## src/hdl/eip_pkg.sv

```systemverilog
// Shared types, constants and table builders for the eased interpolator.
// Used by eip_div, eip_curve, eip_blend and eased_interpolator.
// No dependencies.
package eip_pkg;

    localparam int VALUE_WIDTH = 16;
    localparam int TIME_WIDTH  = 24;
    localparam int FRAC_BITS   = 16;
    localparam int TABLE_DEPTH = 256;

    localparam int IDX_W       = $clog2(TABLE_DEPTH);
    localparam int KIND_W      = 4;
    localparam int CFG_INDEX_W = 3;
    localparam int CFG_DATA_W  = (TIME_WIDTH > VALUE_WIDTH) ? TIME_WIDTH : VALUE_WIDTH;
    localparam int RATE_W      = FRAC_BITS + 4;
    localparam int DIV_STAGES  = FRAC_BITS + 1;

    localparam int ONE_Q = 1 << FRAC_BITS;

    localparam logic [CFG_INDEX_W-1:0] REG_START_VALUE = 3'd0;
    localparam logic [CFG_INDEX_W-1:0] REG_END_VALUE   = 3'd1;
    localparam logic [CFG_INDEX_W-1:0] REG_START_TIME  = 3'd2;
    localparam logic [CFG_INDEX_W-1:0] REG_END_TIME    = 3'd3;
    localparam logic [CFG_INDEX_W-1:0] REG_CURVE_KIND  = 3'd4;

    localparam logic [KIND_W-1:0] CURVE_LINEAR  = 4'd0;
    localparam logic [KIND_W-1:0] CURVE_QUAD    = 4'd1;
    localparam logic [KIND_W-1:0] CURVE_CUBIC   = 4'd2;
    localparam logic [KIND_W-1:0] CURVE_QUART   = 4'd3;
    localparam logic [KIND_W-1:0] CURVE_QUINT   = 4'd4;
    localparam logic [KIND_W-1:0] CURVE_EXPO    = 4'd5;
    localparam logic [KIND_W-1:0] CURVE_BACK    = 4'd6;
    localparam logic [KIND_W-1:0] CURVE_ELASTIC = 4'd7;
    localparam logic [KIND_W-1:0] CURVE_SINE    = 4'd8;

    localparam longint BACK_A_L    = ((longint'(270158) << FRAC_BITS) + 50000) / 100000;
    localparam longint BACK_B_L    = ((longint'(170158) << FRAC_BITS) + 50000) / 100000;
    localparam longint ELASTIC_C_L = ((longint'(11502) << FRAC_BITS) + 500) / 1000;

    localparam logic [FRAC_BITS+1:0] BACK_A    = (FRAC_BITS+2)'(BACK_A_L);
    localparam logic [FRAC_BITS+1:0] BACK_B    = (FRAC_BITS+2)'(BACK_B_L);
    localparam logic [FRAC_BITS+4:0] ELASTIC_C = (FRAC_BITS+5)'(ELASTIC_C_L);

    localparam logic [63:0] Q30         = 64'd1 << 30;
    localparam logic [63:0] LN2_Q30     = 64'd744261118;
    localparam logic [63:0] PI_Q30      = 64'd3373259426;
    localparam logic [63:0] HALF_PI_Q30 = 64'd1686629713;
    localparam logic [63:0] TWO_PI_Q30  = 64'd6746518852;
    localparam logic [63:0] ROUND_Q30   = 64'd1 << (29 - FRAC_BITS);

    typedef enum logic [1:0] {
        SPAN_START,
        SPAN_END,
        SPAN_MID
    } span_t;

    typedef struct packed {
        span_t                span;
        logic [FRAC_BITS-1:0] t;
    } frac_item_t;

    typedef struct packed {
        span_t                    span;
        logic signed [RATE_W-1:0] rate;
    } rate_item_t;

    // unsigned quotient by shift and subtract, for table building only
    function automatic logic [63:0] udiv64(logic [63:0] num, logic [63:0] den);
        logic [64:0] rem;
        logic [63:0] q;
        int          b;
        rem = '0;
        q   = '0;
        for (b = 63; b >= 0; b--)
        begin
            rem = {rem[63:0], num[b]};
            if (rem >= {1'b0, den})
            begin
                rem  = rem - {1'b0, den};
                q[b] = 1'b1;
            end
        end
        return q;
    endfunction

    // 2^(-i/TABLE_DEPTH) in Q.FRAC_BITS
    function automatic logic [FRAC_BITS:0] pow2_entry(int i);
        logic [63:0]        y;
        logic [63:0]        term;
        logic signed [63:0] sum;
        int                 k;
        y    = (LN2_Q30 * 64'(i)) >> IDX_W;
        sum  = $signed(Q30);
        term = Q30;
        for (k = 1; k <= 16; k++)
        begin
            term = udiv64((term * y) >> 30, 64'(k));
            if (k[0])
                sum = sum - $signed(term);
            else
                sum = sum + $signed(term);
        end
        if (sum < 0)
            sum = 0;
        return (FRAC_BITS+1)'((64'(sum) + ROUND_Q30) >> (30 - FRAC_BITS));
    endfunction

    // sin(2*pi*i/TABLE_DEPTH) in signed Q.FRAC_BITS
    function automatic logic signed [FRAC_BITS+1:0] sine_entry(int i);
        logic [63:0]               x;
        logic [63:0]               term;
        logic signed [63:0]        sum;
        logic                      neg;
        logic signed [FRAC_BITS+1:0] r;
        int                        k;
        x   = (TWO_PI_Q30 * 64'(i)) >> IDX_W;
        neg = 1'b0;
        if (x >= PI_Q30)
        begin
            x   = x - PI_Q30;
            neg = 1'b1;
        end
        if (x > HALF_PI_Q30)
            x = PI_Q30 - x;
        sum  = $signed(x);
        term = x;
        for (k = 1; k <= 10; k++)
        begin
            term = udiv64((((term * x) >> 30) * x) >> 30,
                          64'(2 * k) * 64'(2 * k + 1));
            if (k[0])
                sum = sum - $signed(term);
            else
                sum = sum + $signed(term);
        end
        if (sum < 0)
            sum = 0;
        r = (FRAC_BITS+2)'((64'(sum) + ROUND_Q30) >> (30 - FRAC_BITS));
        return neg ? -r : r;
    endfunction

endpackage

```

## src/hdl/eip_blend.sv

```systemverilog
// Three-stage blend of start and end values by the eased rate, with
// truncation toward zero and saturation. Depends on eip_pkg.
module eip_blend (
    input  logic                                   clk,
    input  logic                                   rst_n,
    input  logic                                   in_valid,
    output logic                                   in_ready,
    input  eip_pkg::rate_item_t                    in_item,
    input  logic signed [eip_pkg::VALUE_WIDTH-1:0] start_value,
    input  logic signed [eip_pkg::VALUE_WIDTH-1:0] end_value,
    output logic                                   out_valid,
    input  logic                                   out_ready,
    output logic signed [eip_pkg::VALUE_WIDTH-1:0] eased_value
);
    import eip_pkg::*;

    localparam int V      = VALUE_WIDTH;
    localparam int PROD_W = VALUE_WIDTH + RATE_W + 1;
    localparam int ACC_W  = PROD_W + 1;
    localparam int N      = 3;

    localparam logic [ACC_W-1:0] MAG_POS = ACC_W'((64'd1 << (V - 1)) - 64'd1);
    localparam logic [ACC_W-1:0] MAG_NEG = ACC_W'(64'd1 << (V - 1));
    localparam logic signed [V-1:0] VAL_MAX = {1'b0, {(V-1){1'b1}}};
    localparam logic signed [V-1:0] VAL_MIN = {1'b1, {(V-1){1'b0}}};

    logic [N-1:0] v_reg;
    logic [N:0]   rdy;
    logic [N-1:0] feed;

    assign rdy[N]   = out_ready;
    assign feed     = {v_reg[N-2:0], in_valid};
    assign in_ready = rdy[0];

    for (genvar k = 0; k < N; k++)
    begin : g_rdy
        assign rdy[k] = !v_reg[k] || rdy[k+1];
    end

    logic signed [RATE_W:0]   om;
    logic signed [PROD_W-1:0] b1_p1_reg, b1_p2_reg, b1_p1_next, b1_p2_next;
    span_t                    b1_span_reg;
    logic signed [ACC_W-1:0]  b2_acc_reg;
    span_t                    b2_span_reg;
    logic signed [V-1:0]      b3_val_reg, b3_val_next;
    logic [ACC_W-1:0]         amag;
    logic [ACC_W-1:0]         shmag;

    always_comb
    begin
        om         = (RATE_W+1)'(ONE_Q) - (RATE_W+1)'(in_item.rate);
        b1_p1_next = PROD_W'(start_value) * PROD_W'(om);
        b1_p2_next = PROD_W'(end_value) * PROD_W'(in_item.rate);
    end

    always_comb
    begin
        amag  = b2_acc_reg[ACC_W-1] ? ACC_W'(-b2_acc_reg) : ACC_W'(b2_acc_reg);
        shmag = amag >> FRAC_BITS;
        case (b2_span_reg)
            SPAN_START: b3_val_next = start_value;
            SPAN_END:   b3_val_next = end_value;
            default:
            begin
                if (b2_acc_reg[ACC_W-1])
                    b3_val_next = (shmag > MAG_NEG) ? VAL_MIN : -V'(shmag);
                else
                    b3_val_next = (shmag > MAG_POS) ? VAL_MAX : V'(shmag);
            end
        endcase
    end

    always_ff @(posedge clk or negedge rst_n)
    begin
        if (!rst_n)
        begin
            v_reg <= '0;
        end
        else
        begin
            for (int k = 0; k < N; k++)
            begin
                if (rdy[k])
                    v_reg[k] <= feed[k];
            end
        end
    end

    always_ff @(posedge clk)
    begin
        if (rdy[0] && feed[0])
        begin
            b1_p1_reg   <= b1_p1_next;
            b1_p2_reg   <= b1_p2_next;
            b1_span_reg <= in_item.span;
        end
        if (rdy[1] && feed[1])
        begin
            b2_acc_reg  <= ACC_W'(b1_p1_reg) + ACC_W'(b1_p2_reg);
            b2_span_reg <= b1_span_reg;
        end
        if (rdy[2] && feed[2])
            b3_val_reg <= b3_val_next;
    end

    assign out_valid   = v_reg[N-1];
    assign eased_value = b3_val_reg;

endmodule

```

## config.mk

```make
export PLATFORM = sky130hd
export DESIGN_NAME = eip_blend
export DESIGN_NICKNAME = d
export VERILOG_FILES = /design/src/hdl/eip_pkg.sv /design/src/hdl/eip_blend.sv
export SDC_FILE = /design/constraint.sdc
export NUM_CORES = 2
export LEC_CHECK = 0
export ABC_CLOCK_PERIOD_IN_PS = 4700
export BUFFER_PORTS_ARGS = -buffer_cell sky130_fd_sc_hd__buf_2
export CORE_MARGIN = 2
export CORE_UTILIZATION = 50
export CTS_CLUSTER_SIZE = 30
export DETAILED_ROUTE_END_ITERATION = 12
export GPL_ROUTABILITY_DRIVEN = 0
export GPL_TIMING_DRIVEN = 0
export PLACE_DENSITY = 0.67
export SYNTH_ARGS = -nofsm -noshare
export SYNTH_HDL_FRONTEND = slang
export SYNTH_SLANG_ARGS = --single-unit
```

## constraint.sdc

```tcl
create_clock -name clk -period 4.7 [get_ports clk]
set_input_delay 0.235 -clock clk [delete_from_list [all_inputs] [get_ports clk]]
set_output_delay 0.235 -clock clk [all_outputs]
set_load 0.03 [all_outputs]
```

==> qor.csv <==
metric,value,unit
largest net degree at the start of global routing,55,
PortBufs,66,
min-delay src,in_valid,
Final Slew Violations,0,
Filler Cells Inserted,5343,
Layout Skew,0.00997,ns
critical-path maximum fanout,6,
CP startpoint,in_item[2],
layer with the highest usage,met2,
cell area after layout,38100,µm²
met1 Use GR,39.4,%
r2r setup slk,0.33,ns
sequential fraction of the synthesis area,12.6,%
Post-Route WL,94.3,mm
crit end category,flop,
Final setup viols,55,
crit path DAT,7.39,ns
Synthesized Nets,4333,
top cell type's share of synthesized area,40.9,%
total grt overflow,0,
Rel. slew slack,33.2,%
Critical Path Most Common Cell,fa_1,
Slew @ Worst Pin,1.00,ns
initial antenna violation count,3,
"Clk pin slew, worst setup/hold paths",0.06,ns
failing checks,setup timing,
CTS max path bufs,2,
worst r2r path cells,13,
Synth Register Bits,134,
Chip Height,257,µm
"Primary FF master, synth",edfxtp_1,
"FFs w/ async S/R, synth",2.24,%
routed len/inst,20.9,µm
Vias/cell,5.52,
critical path startpoint category,primary input,
Mapped Avg Cell Area,9.38,µm²
RSZ-0062 raised after global routing,yes,
Worst-Skew Late Latency,0.45,ns
Yosys top cell by area,fa_1,
flip-flop count of the largest register after layout,38,
DRC Markers,0,
RR Startpoint,b2_acc_reg[37],
area delta synth->final,19.6,%
min Tclk post-route,7.22,ns
share of layout cells above drive strength 1,19.0,%
TritonCTS Buffers,17,
post-place setup slack,-3.75,ns
outcome,finished with violations,
Final WS setup,-2.52,ns
Synth area leaders,"fa_1, edfxtp_1, ha_1, inv_1, and2_1",
Pre-antenna DRT Iters,5,
Starting Density,50.6,%
Worst path max stage delay,0.57,ns
clk sinks,134,
hold depth,2,
H-tree lvl count,4,
Final Hold Viols,0,
post-route ant nets,0,
period utilization,154,%
Ports,76,
kind of critical path,in2reg,
Hold Path Class,in2reg,
Via Count,24934,
routing usage on met3,4.19,%
die width,257,µm
DP Area,34100,µm²
Syn Inst Count,3402,
"Distinct cells, synth",83,
1st-iter DRT viols,2284,
all-layer global routing usage,29.3,%
"Net count, final",4586,
"count leader, synth",inv_1,
Post-synth EDFFs,131,
fmax,138,MHz
Mapped Area,31900,µm²
synth warn,0,
dpl cells,4316,
Global Route met2 Usage,46.6,%
vias in the first global route,25667,
required time of the critical path,4.87,ns
synth cell count leaders,"inv_1, fa_1, nand2_1, and2_1, ha_1",
DPL Wire Length,74.0,mm
TritonCTS clock tree,built,
full die area,65800,µm²
maxcap violations,0,
Site Rows,92,
Core Area,63100,µm²
first-pass GRT wire length,146,mm
Finished Layout Cells,4518,
Layout Utilization,60.4,%
CTS root buf,clkbuf_16,
slowest library cell on the worst path,fa_1,
layout make-up:
class | instances | area (µm²) | area share (%)
timing repair buffer | 236 | 2010 | 5.27
inverter | 735 | 2780 | 7.28
tap | 846 | 1060 | 2.78
sequential | 134 | 4010 | 10.5
clock inverter | 12 | 106 | 0.279
antenna | 4 | 10.0 | 0.0263
multi-input combinational | 2389 | 26500 | 69.5
clock buffer | 20 | 437 | 1.15
buffer | 142 | 1230 | 3.23
repair_timing:
action                                  CTS  global route
hold endpoints to repair                  5             0
hold buffers                              3             0
setup buffers                           102            73
endpoints found under the setup margin   54            56
pin swaps                               122           153
cloned                                    0             1
gates resized for setup                 270           244
cells by family after synthesis:
family,Yosys count,synth area share [%]
simple gates,1006,15.7
buf+inv,879,10.4
fa+ha+maj,873,49.6
compound gates,357,7.42
xor+xnor,134,3.74
flops,134,12.6
mux,19,0.608
cell usage in the layout, fill, tap and decap left out, drive strengths merged, types with 40 or more instances in the layout:
master,n
edfxtp,131
ha,222
fa,651
o21ai,75
clkbuf,139
and2,302
buf,256
a21oi,99
a21o,40
inv,733
nor2,132
nand2,401
xnor2,103
per-layer routing:
| metal | part of all wire, % | routed length [µm] |
|---|---|---|
| met1 | 40 | 37700 |
| met2 | 46 | 43700 |
| met3 | 7.5 | 7110 |
| met4 | 6.2 | 5840 |
| met5 | 0.015 | 14 |
final timing paths:
check                                 end
max                         b1_p1_reg[32]
min                              v_reg[0]
max reg2reg                eased_value[5]
min reg2reg                b2_span_reg[1]
max in group asynchronous        v_reg[2]
min in group asynchronous        v_reg[1]
per-stage QoR:
stage | TNS (ns) | hold slack, ns
after floorplan | -61.82 | -0.0606
after global placement | -121.97 | 0.0354
after detailed placement | -122.44 | 0.0366
after CTS | -71.09 | 0.0103
after global routing | -87.85 | 0.0114
final | -80.08 | 0.0138
worst max-delay path: cells and delay by family:
| family | cells | cell delay [ns] |
|---|---|---|
| AO/OA/AOI/OAI | 7 | 1.47 |
| XOR/XNOR | 2 | 0.40 |
| adder cells (fa/ha/maj) | 7 | 3.23 |
| buffers and inverters | 8 | 0.83 |
| AND/OR/NAND/NOR | 6 | 1.21 |
Power is not shown: default switching activity piles up to over one toggle a cycle in this logic, so the estimate is an artifact.
