## src/hdl/eip_pkg.sv

```systemverilog
// Shared types, constants and table builders for the eased interpolator.
// Used by eip_div, eip_curve, eip_blend and eased_interpolator.
// No dependencies.
package eip_pkg;

    localparam int VALUE_WIDTH = 16;
    localparam int TIME_WIDTH  = 24;
    localparam int FRAC_BITS   = 16;
    localparam int TABLE_DEPTH = 256;

    localparam int IDX_W       = $clog2(TABLE_DEPTH);
    localparam int KIND_W      = 4;
    localparam int CFG_INDEX_W = 3;
    localparam int CFG_DATA_W  = (TIME_WIDTH > VALUE_WIDTH) ? TIME_WIDTH : VALUE_WIDTH;
    localparam int RATE_W      = FRAC_BITS + 4;
    localparam int DIV_STAGES  = FRAC_BITS + 1;

    localparam int ONE_Q = 1 << FRAC_BITS;

    localparam logic [CFG_INDEX_W-1:0] REG_START_VALUE = 3'd0;
    localparam logic [CFG_INDEX_W-1:0] REG_END_VALUE   = 3'd1;
    localparam logic [CFG_INDEX_W-1:0] REG_START_TIME  = 3'd2;
    localparam logic [CFG_INDEX_W-1:0] REG_END_TIME    = 3'd3;
    localparam logic [CFG_INDEX_W-1:0] REG_CURVE_KIND  = 3'd4;

    localparam logic [KIND_W-1:0] CURVE_LINEAR  = 4'd0;
    localparam logic [KIND_W-1:0] CURVE_QUAD    = 4'd1;
    localparam logic [KIND_W-1:0] CURVE_CUBIC   = 4'd2;
    localparam logic [KIND_W-1:0] CURVE_QUART   = 4'd3;
    localparam logic [KIND_W-1:0] CURVE_QUINT   = 4'd4;
    localparam logic [KIND_W-1:0] CURVE_EXPO    = 4'd5;
    localparam logic [KIND_W-1:0] CURVE_BACK    = 4'd6;
    localparam logic [KIND_W-1:0] CURVE_ELASTIC = 4'd7;
    localparam logic [KIND_W-1:0] CURVE_SINE    = 4'd8;

    localparam longint BACK_A_L    = ((longint'(270158) << FRAC_BITS) + 50000) / 100000;
    localparam longint BACK_B_L    = ((longint'(170158) << FRAC_BITS) + 50000) / 100000;
    localparam longint ELASTIC_C_L = ((longint'(11502) << FRAC_BITS) + 500) / 1000;

    localparam logic [FRAC_BITS+1:0] BACK_A    = (FRAC_BITS+2)'(BACK_A_L);
    localparam logic [FRAC_BITS+1:0] BACK_B    = (FRAC_BITS+2)'(BACK_B_L);
    localparam logic [FRAC_BITS+4:0] ELASTIC_C = (FRAC_BITS+5)'(ELASTIC_C_L);

    localparam logic [63:0] Q30         = 64'd1 << 30;
    localparam logic [63:0] LN2_Q30     = 64'd744261118;
    localparam logic [63:0] PI_Q30      = 64'd3373259426;
    localparam logic [63:0] HALF_PI_Q30 = 64'd1686629713;
    localparam logic [63:0] TWO_PI_Q30  = 64'd6746518852;
    localparam logic [63:0] ROUND_Q30   = 64'd1 << (29 - FRAC_BITS);

    typedef enum logic [1:0] {
        SPAN_START,
        SPAN_END,
        SPAN_MID
    } span_t;

    typedef struct packed {
        span_t                span;
        logic [FRAC_BITS-1:0] t;
    } frac_item_t;

    typedef struct packed {
        span_t                    span;
        logic signed [RATE_W-1:0] rate;
    } rate_item_t;

    // unsigned quotient by shift and subtract, for table building only
    function automatic logic [63:0] udiv64(logic [63:0] num, logic [63:0] den);
        logic [64:0] rem;
        logic [63:0] q;
        int          b;
        rem = '0;
        q   = '0;
        for (b = 63; b >= 0; b--)
        begin
            rem = {rem[63:0], num[b]};
            if (rem >= {1'b0, den})
            begin
                rem  = rem - {1'b0, den};
                q[b] = 1'b1;
            end
        end
        return q;
    endfunction

    // 2^(-i/TABLE_DEPTH) in Q.FRAC_BITS
    function automatic logic [FRAC_BITS:0] pow2_entry(int i);
        logic [63:0]        y;
        logic [63:0]        term;
        logic signed [63:0] sum;
        int                 k;
        y    = (LN2_Q30 * 64'(i)) >> IDX_W;
        sum  = $signed(Q30);
        term = Q30;
        for (k = 1; k <= 16; k++)
        begin
            term = udiv64((term * y) >> 30, 64'(k));
            if (k[0])
                sum = sum - $signed(term);
            else
                sum = sum + $signed(term);
        end
        if (sum < 0)
            sum = 0;
        return (FRAC_BITS+1)'((64'(sum) + ROUND_Q30) >> (30 - FRAC_BITS));
    endfunction

    // sin(2*pi*i/TABLE_DEPTH) in signed Q.FRAC_BITS
    function automatic logic signed [FRAC_BITS+1:0] sine_entry(int i);
        logic [63:0]               x;
        logic [63:0]               term;
        logic signed [63:0]        sum;
        logic                      neg;
        logic signed [FRAC_BITS+1:0] r;
        int                        k;
        x   = (TWO_PI_Q30 * 64'(i)) >> IDX_W;
        neg = 1'b0;
        if (x >= PI_Q30)
        begin
            x   = x - PI_Q30;
            neg = 1'b1;
        end
        if (x > HALF_PI_Q30)
            x = PI_Q30 - x;
        sum  = $signed(x);
        term = x;
        for (k = 1; k <= 10; k++)
        begin
            term = udiv64((((term * x) >> 30) * x) >> 30,
                          64'(2 * k) * 64'(2 * k + 1));
            if (k[0])
                sum = sum - $signed(term);
            else
                sum = sum + $signed(term);
        end
        if (sum < 0)
            sum = 0;
        r = (FRAC_BITS+2)'((64'(sum) + ROUND_Q30) >> (30 - FRAC_BITS));
        return neg ? -r : r;
    endfunction

endpackage

```

## src/hdl/eip_div.sv

```systemverilog
// Span classification and pipelined restoring divider, one quotient bit per stage.
// Produces the Q0.FRAC_BITS fraction of the time sample. Depends on eip_pkg.
module eip_div (
    input  logic                           clk,
    input  logic                           rst_n,
    input  logic                           in_valid,
    output logic                           in_ready,
    input  logic [eip_pkg::TIME_WIDTH-1:0] now_time,
    input  logic [eip_pkg::TIME_WIDTH-1:0] start_time,
    input  logic [eip_pkg::TIME_WIDTH-1:0] end_time,
    output logic                           out_valid,
    input  logic                           out_ready,
    output eip_pkg::frac_item_t            out_item
);
    import eip_pkg::*;

    localparam int N = DIV_STAGES;

    logic [N-1:0]          v_reg;
    logic [N:0]            rdy;
    logic [N-1:0]          feed;
    logic [TIME_WIDTH-1:0] rem_reg  [N];
    logic [TIME_WIDTH-1:0] den_reg  [N];
    logic [FRAC_BITS-1:0]  q_reg    [N];
    span_t                 span_reg [N];
    logic [TIME_WIDTH-1:0] rem_next [N];
    logic [TIME_WIDTH-1:0] den_next [N];
    logic [FRAC_BITS-1:0]  q_next   [N];
    span_t                 span_next [N];

    assign rdy[N]   = out_ready;
    assign feed     = {v_reg[N-2:0], in_valid};
    assign in_ready = rdy[0];

    for (genvar k = 0; k < N; k++)
    begin : g_rdy
        assign rdy[k] = !v_reg[k] || rdy[k+1];
    end

    always_comb
    begin
        rem_next[0] = now_time - start_time;
        den_next[0] = end_time - start_time;
        q_next[0]   = '0;
        if (now_time <= start_time)
            span_next[0] = SPAN_START;
        else if (now_time >= end_time)
            span_next[0] = SPAN_END;
        else
            span_next[0] = SPAN_MID;
    end

    for (genvar k = 1; k < N; k++)
    begin : g_bit
        logic [TIME_WIDTH:0] shifted;
        logic                take;
        assign shifted      = {rem_reg[k-1], 1'b0};
        assign take         = shifted >= {1'b0, den_reg[k-1]};
        assign rem_next[k]  = take ? TIME_WIDTH'(shifted - {1'b0, den_reg[k-1]})
                                   : shifted[TIME_WIDTH-1:0];
        assign den_next[k]  = den_reg[k-1];
        assign q_next[k]    = {q_reg[k-1][FRAC_BITS-2:0], take};
        assign span_next[k] = span_reg[k-1];
    end

    always_ff @(posedge clk or negedge rst_n)
    begin
        if (!rst_n)
        begin
            v_reg <= '0;
        end
        else
        begin
            for (int k = 0; k < N; k++)
            begin
                if (rdy[k])
                    v_reg[k] <= feed[k];
            end
        end
    end

    always_ff @(posedge clk)
    begin
        for (int k = 0; k < N; k++)
        begin
            if (rdy[k] && feed[k])
            begin
                rem_reg[k]  <= rem_next[k];
                den_reg[k]  <= den_next[k];
                q_reg[k]    <= q_next[k];
                span_reg[k] <= span_next[k];
            end
        end
    end

    assign out_valid     = v_reg[N-1];
    assign out_item.span = span_reg[N-1];
    assign out_item.t    = q_reg[N-1];

endmodule

```

## config.mk

```make
export PLATFORM = sky130hd
export DESIGN_NAME = eip_div
export DESIGN_NICKNAME = d
export VERILOG_FILES = /design/src/hdl/eip_pkg.sv /design/src/hdl/eip_div.sv
export SDC_FILE = /design/constraint.sdc
export NUM_CORES = 2
export LEC_CHECK = 0
export ABC_AREA = 1
export BUFFER_PORTS_ARGS = -buffer_cell sky130_fd_sc_hd__buf_2
export CAP_MARGIN = 20
export CORE_MARGIN = 5
export CORE_UTILIZATION = 45
export CTS_CLUSTER_DIAMETER = 50
export DETAILED_ROUTE_END_ITERATION = 7
export PLACE_DENSITY = 0.7
export SYNTH_ARGS = -nofsm -noshare
export SYNTH_HDL_FRONTEND = slang
export SYNTH_SLANG_ARGS = --single-unit
```

## constraint.sdc

```tcl
create_clock -name clk -period 9.15 [get_ports clk]
set_clock_uncertainty 0.15 [all_clocks]
set_input_delay 0 -clock clk [delete_from_list [all_inputs] [get_ports clk]]
set_output_delay 0 -clock clk [all_outputs]
set_load 0.01 [all_outputs]
```

==> results by stage <==
Outcome:
- The flow ran to the end, and the final reports show no timing, DRC or antenna violations.

Logic synthesis:
- The share of flip-flops with an asynchronous set or reset after synthesis is 1.78%.
- The number of distinct library cell variants in the gate-level netlist after synthesis is 46.
- The most used flip-flop cell after synthesis is sky130_fd_sc_hd__edfxtp_1.
- In this run, synthesis produced a sequential element count of 955.
- The number of warnings printed during yosys synthesis is 0.
- After synthesis, the cell types taking the most area are sky130_fd_sc_hd__edfxtp_1, sky130_fd_sc_hd__ha_1, sky130_fd_sc_hd__nand2_1, sky130_fd_sc_hd__inv_1, sky130_fd_sc_hd__o21ai_0.
- The synthesized design spends more area on one cell type than any other, namely sky130_fd_sc_hd__edfxtp_1.
- In the synthesized netlist, the cells that appear most often are sky130_fd_sc_hd__nand2_1, sky130_fd_sc_hd__edfxtp_1, sky130_fd_sc_hd__inv_1.
- The area share of the largest cell type after synthesis is 49.0%.
- The net count of the mapped netlist is 6686.
- The synthesized area per cell is 9.37 um2.
- Of the synthesized area, sequential elements account for 49.7%.
- Yosys mapped a number of flops with a built-in enable equal to 938.
- The post-synthesis cell area is 57500 um2.
- The count of mapped cells out of synthesis is 6139.
- The dominant cell by count in the synthesized netlist is sky130_fd_sc_hd__nand2_1.

Placement:
- The placed cell count is 7845.
- Routability-driven placement finished with a final weighted congestion of 0.934.
- The number of buffer cells added on primary ports is 95.
- Prior to clock tree synthesis, the placed netlist has a worst setup slack of 5660 ps.
- The post-detailed-placement half-perimeter wirelength is 120 mm.

Routing:
- The first detailed-routing pass took 6 iterations.
- The count of routing violations after the opening detailed-route iteration is 3898.
- Once detail routing completed, the nets flagged for antenna violations numbered 0.
- Dividing the detail-routed wire length by the instance count gives 18.7 um.
- The total number of vias is 43998.
- The DRC violation count after routing is 0.
- The number of vias per cell after detailed routing is 5.36.
- The sum of routed wire length over all layers is 154 mm.

Timing:
- After layout, the worst path uses 42.5% of the clock period.
- The sum of negative setup slack is 0 ps.
- In this run the tightest slew margin relative to its limit is 28.1%.
- The number of slew-limit violations in the final report is 0.
- The setup slack of the critical path after layout is 5260 ps.
- Setup violations remaining at the end of the flow were counted as 0.
- The achievable frequency is 0.257 GHz.
- For the finished layout, the period the worst path requires is 3890 ps.
- Setup repair after global routing left no endpoint under its margin.
- For the pin with the worst max-slew slack, the measured transition is 1060 ps.
- The final-report hold violation count is 0.

Global route:
- The initial antenna violation count is 1.
- Global routing finished with a remaining overflow of 0.
- The total global-route track usage is 22.1%.
- The first global-routing pass estimated 238 mm of wire.
- The via count of the first global-routing pass is 42195.
- Entering global routing, the biggest net connects 66 pins.

Critical path:
- The classification of the worst setup path is in -> reg.
- The worst setup path is captured at a flop.
- The worst reg-to-reg setup slack is 5540 ps.
- Traced cell by cell, the critical path runs through dlygate4sd3_1, buf_2, ha_1, dlygate4sd3_1, a21oi_1, o21ai_2, a21oi_1, o21ai_1, a21oi_1, o21ai_0, nand2_1, nand3_1, dlygate4sd3_1, nand2_1, dlygate4sd3_1.
- The critical path launch point is now_time[2].
- Data on the critical path arrives at its endpoint at 4200 ps.
- The worst setup path is launched from an input port.
- In this design, the critical path's most frequently occurring cell is sky130_fd_sc_hd__dlygate4sd3_1.
- The worst endpoint required time is 9460 ps.
- The end point of the critical path is rem_reg[0][17]$_DFFE_PP_.
- The slowest stage of the critical path belongs to the cell sky130_fd_sc_hd__dlygate4sd3_1.
- The worst register-to-register path begins at den_reg[0][270]$_DFFE_PP_.
- The number of cells on the worst reg-to-reg path is 8.
- In this run the worst path has a maximum fanout of 4.
- The critical register-to-register path endpoint is rem_reg[0][293]$_DFFE_PP_.
- The worst stage delay on the critical path is 620 ps.

Floorplanning:
- The width of the die is 368 um.
- The top-level port count is 96.
- The floorplan step defined a die boundary enclosing 135000 um2.
- The floorplan core area is 127000 um2.
- The number of cell rows is 131.
- The vertical extent of the die is 368 um.
- The starting density of the core is 45.2%.

Cells and area:
- The number of cells in the finished layout apart from fillers is 8216.
- For this run, the post-layout net count is 6996.
- 0 antenna diodes ended up in the layout.
- From synthesis to final layout, the design area changed by 13.5%.
- The share of cells above drive strength 1 is 6.65%.

Min path:
- The type of the most critical hold path is in -> reg.

Power and ir drop:
- The leakage power is 27.7 nW.
- The peak ir drop on the vdd network is 0.000184 V.
- The power per cell area is 385 nW/um2.

Clocking:
- For this design, the sink count on the clock tree is 955.
- The clock tree buffer depth is 3.
- In this run, CTS created clock tree buffers numbering 121.
- The clock tree synthesis step divided the H-tree into 3 levels.
- The number of hold buffers added after CTS is 141.
- The clock reaches the later pin of the worst-skew pair after 730 ps.
- TritonCTS built the clock tree.
- The number of instances resized during post-cts repair is 0.
- The number of post-CTS setup repair buffers is 0.
- The master cell of the clock root buffer is sky130_fd_sc_hd__clkbuf_16.
- After clock tree synthesis, the clock-pin slew on the worst setup and hold paths is 60 ps.

Flow run:
- The number of maximum-capacitance violations is 0.
## worst min-delay path by stage
stage                        start                  endpoint  slack, ps  cells past startpoint
floorplan                    rst_n      v_reg[0]$_DFFE_PN0P_       -450                      0
global placement             rst_n     v_reg[16]$_DFFE_PN0P_       -160                      1
detailed placement           rst_n     v_reg[16]$_DFFE_PN0P_       -160                      1
CTS                 start_time[14]  rem_reg[0][15]$_DFFE_PP_          1                      9
global route           end_time[0]   den_reg[0][0]$_DFFE_PP_        120                      5
finish              start_time[14]  rem_reg[0][15]$_DFFE_PP_         50                      9
## layout make-up
type | instances | area (um2)
clock buffers | 136 | 3120
clock inverters | 92 | 970
fillers | 11535 | 62000
inverters | 869 | 3260
multi-input cells | 4249 | 25300
flip-flops and latches | 955 | 28600
well taps | 1662 | 2080
repair buffers | 253 | 2020
## where the power goes
part | switching (mW) | internal [mW]
clock network | 2.02 | 2.72
logic | 7.92 | 4.26
registers | 1.02 | 7.19
total | 11.0 | 14.2
## through the flow
step | total power [mW] | hold WS, ps | utilization, % | instance area, um2
global placement | 20.0 | -163 | 46.9 | 59800
floorplan | 16.8 | -446 | - | 57500
finish | 25.1 | 53.8 | 51.3 | 65300
detailed placement | 20.1 | -159 | 46.9 | 59800
global route | 27.0 | 120 | 51.3 | 65300
CTS | 25.1 | 1.08 | 51.3 | 65300
## worst max-delay path, delay by kind of cell
family,cells,cell delay [ps]
and+or+nand+nor,3,290
AOI/OAI and AO/OA,6,1130
buffers and inverters,5,2430
adders and majority gates,1,340
## kinds of logic (layout without fill, tap and decap cells)
logic type | after synthesis | count (layout) | share of synthesized area (%)
compound gates | 1241 | 1241 | 12.1
flops | 955 | 955 | 49.7
simple gates | 2189 | 2189 | 15.9
xor+xnor | 348 | 348 | 5.30
buf+inv | 935 | 1350 | 6.50
fa+ha+maj | 471 | 471 | 10.5
## cells in the final DEF (no fill, tap or decap), types with 64 or more instances in the layout
master and instances:
sky130_fd_sc_hd__ha_1 454, sky130_fd_sc_hd__xor2_1 141, sky130_fd_sc_hd__xnor2_1 207, sky130_fd_sc_hd__nand2_1 1231
sky130_fd_sc_hd__a31oi_1 69, sky130_fd_sc_hd__clkbuf_16 122, sky130_fd_sc_hd__a21oi_1 419, sky130_fd_sc_hd__inv_1 846
sky130_fd_sc_hd__dlygate4sd3_1 142, sky130_fd_sc_hd__a21o_1 64, sky130_fd_sc_hd__o21ai_0 425, sky130_fd_sc_hd__edfxtp_1 938
sky130_fd_sc_hd__nor3_1 97, sky130_fd_sc_hd__nand4_1 90, sky130_fd_sc_hd__buf_2 95, sky130_fd_sc_hd__o21ai_1 97
sky130_fd_sc_hd__nand3_1 209, sky130_fd_sc_hd__nor2_1 464
## per-layer routing
layer / global-route usage [%] / part of all wire [%]
met3: 2.84 / 5.9
met1: 31.6 / 46
met2: 35.9 / 46
met4: 5.45 / 2.1
met5: 0 / 0
No activity file was read; power rests on OpenSTA's default activity.
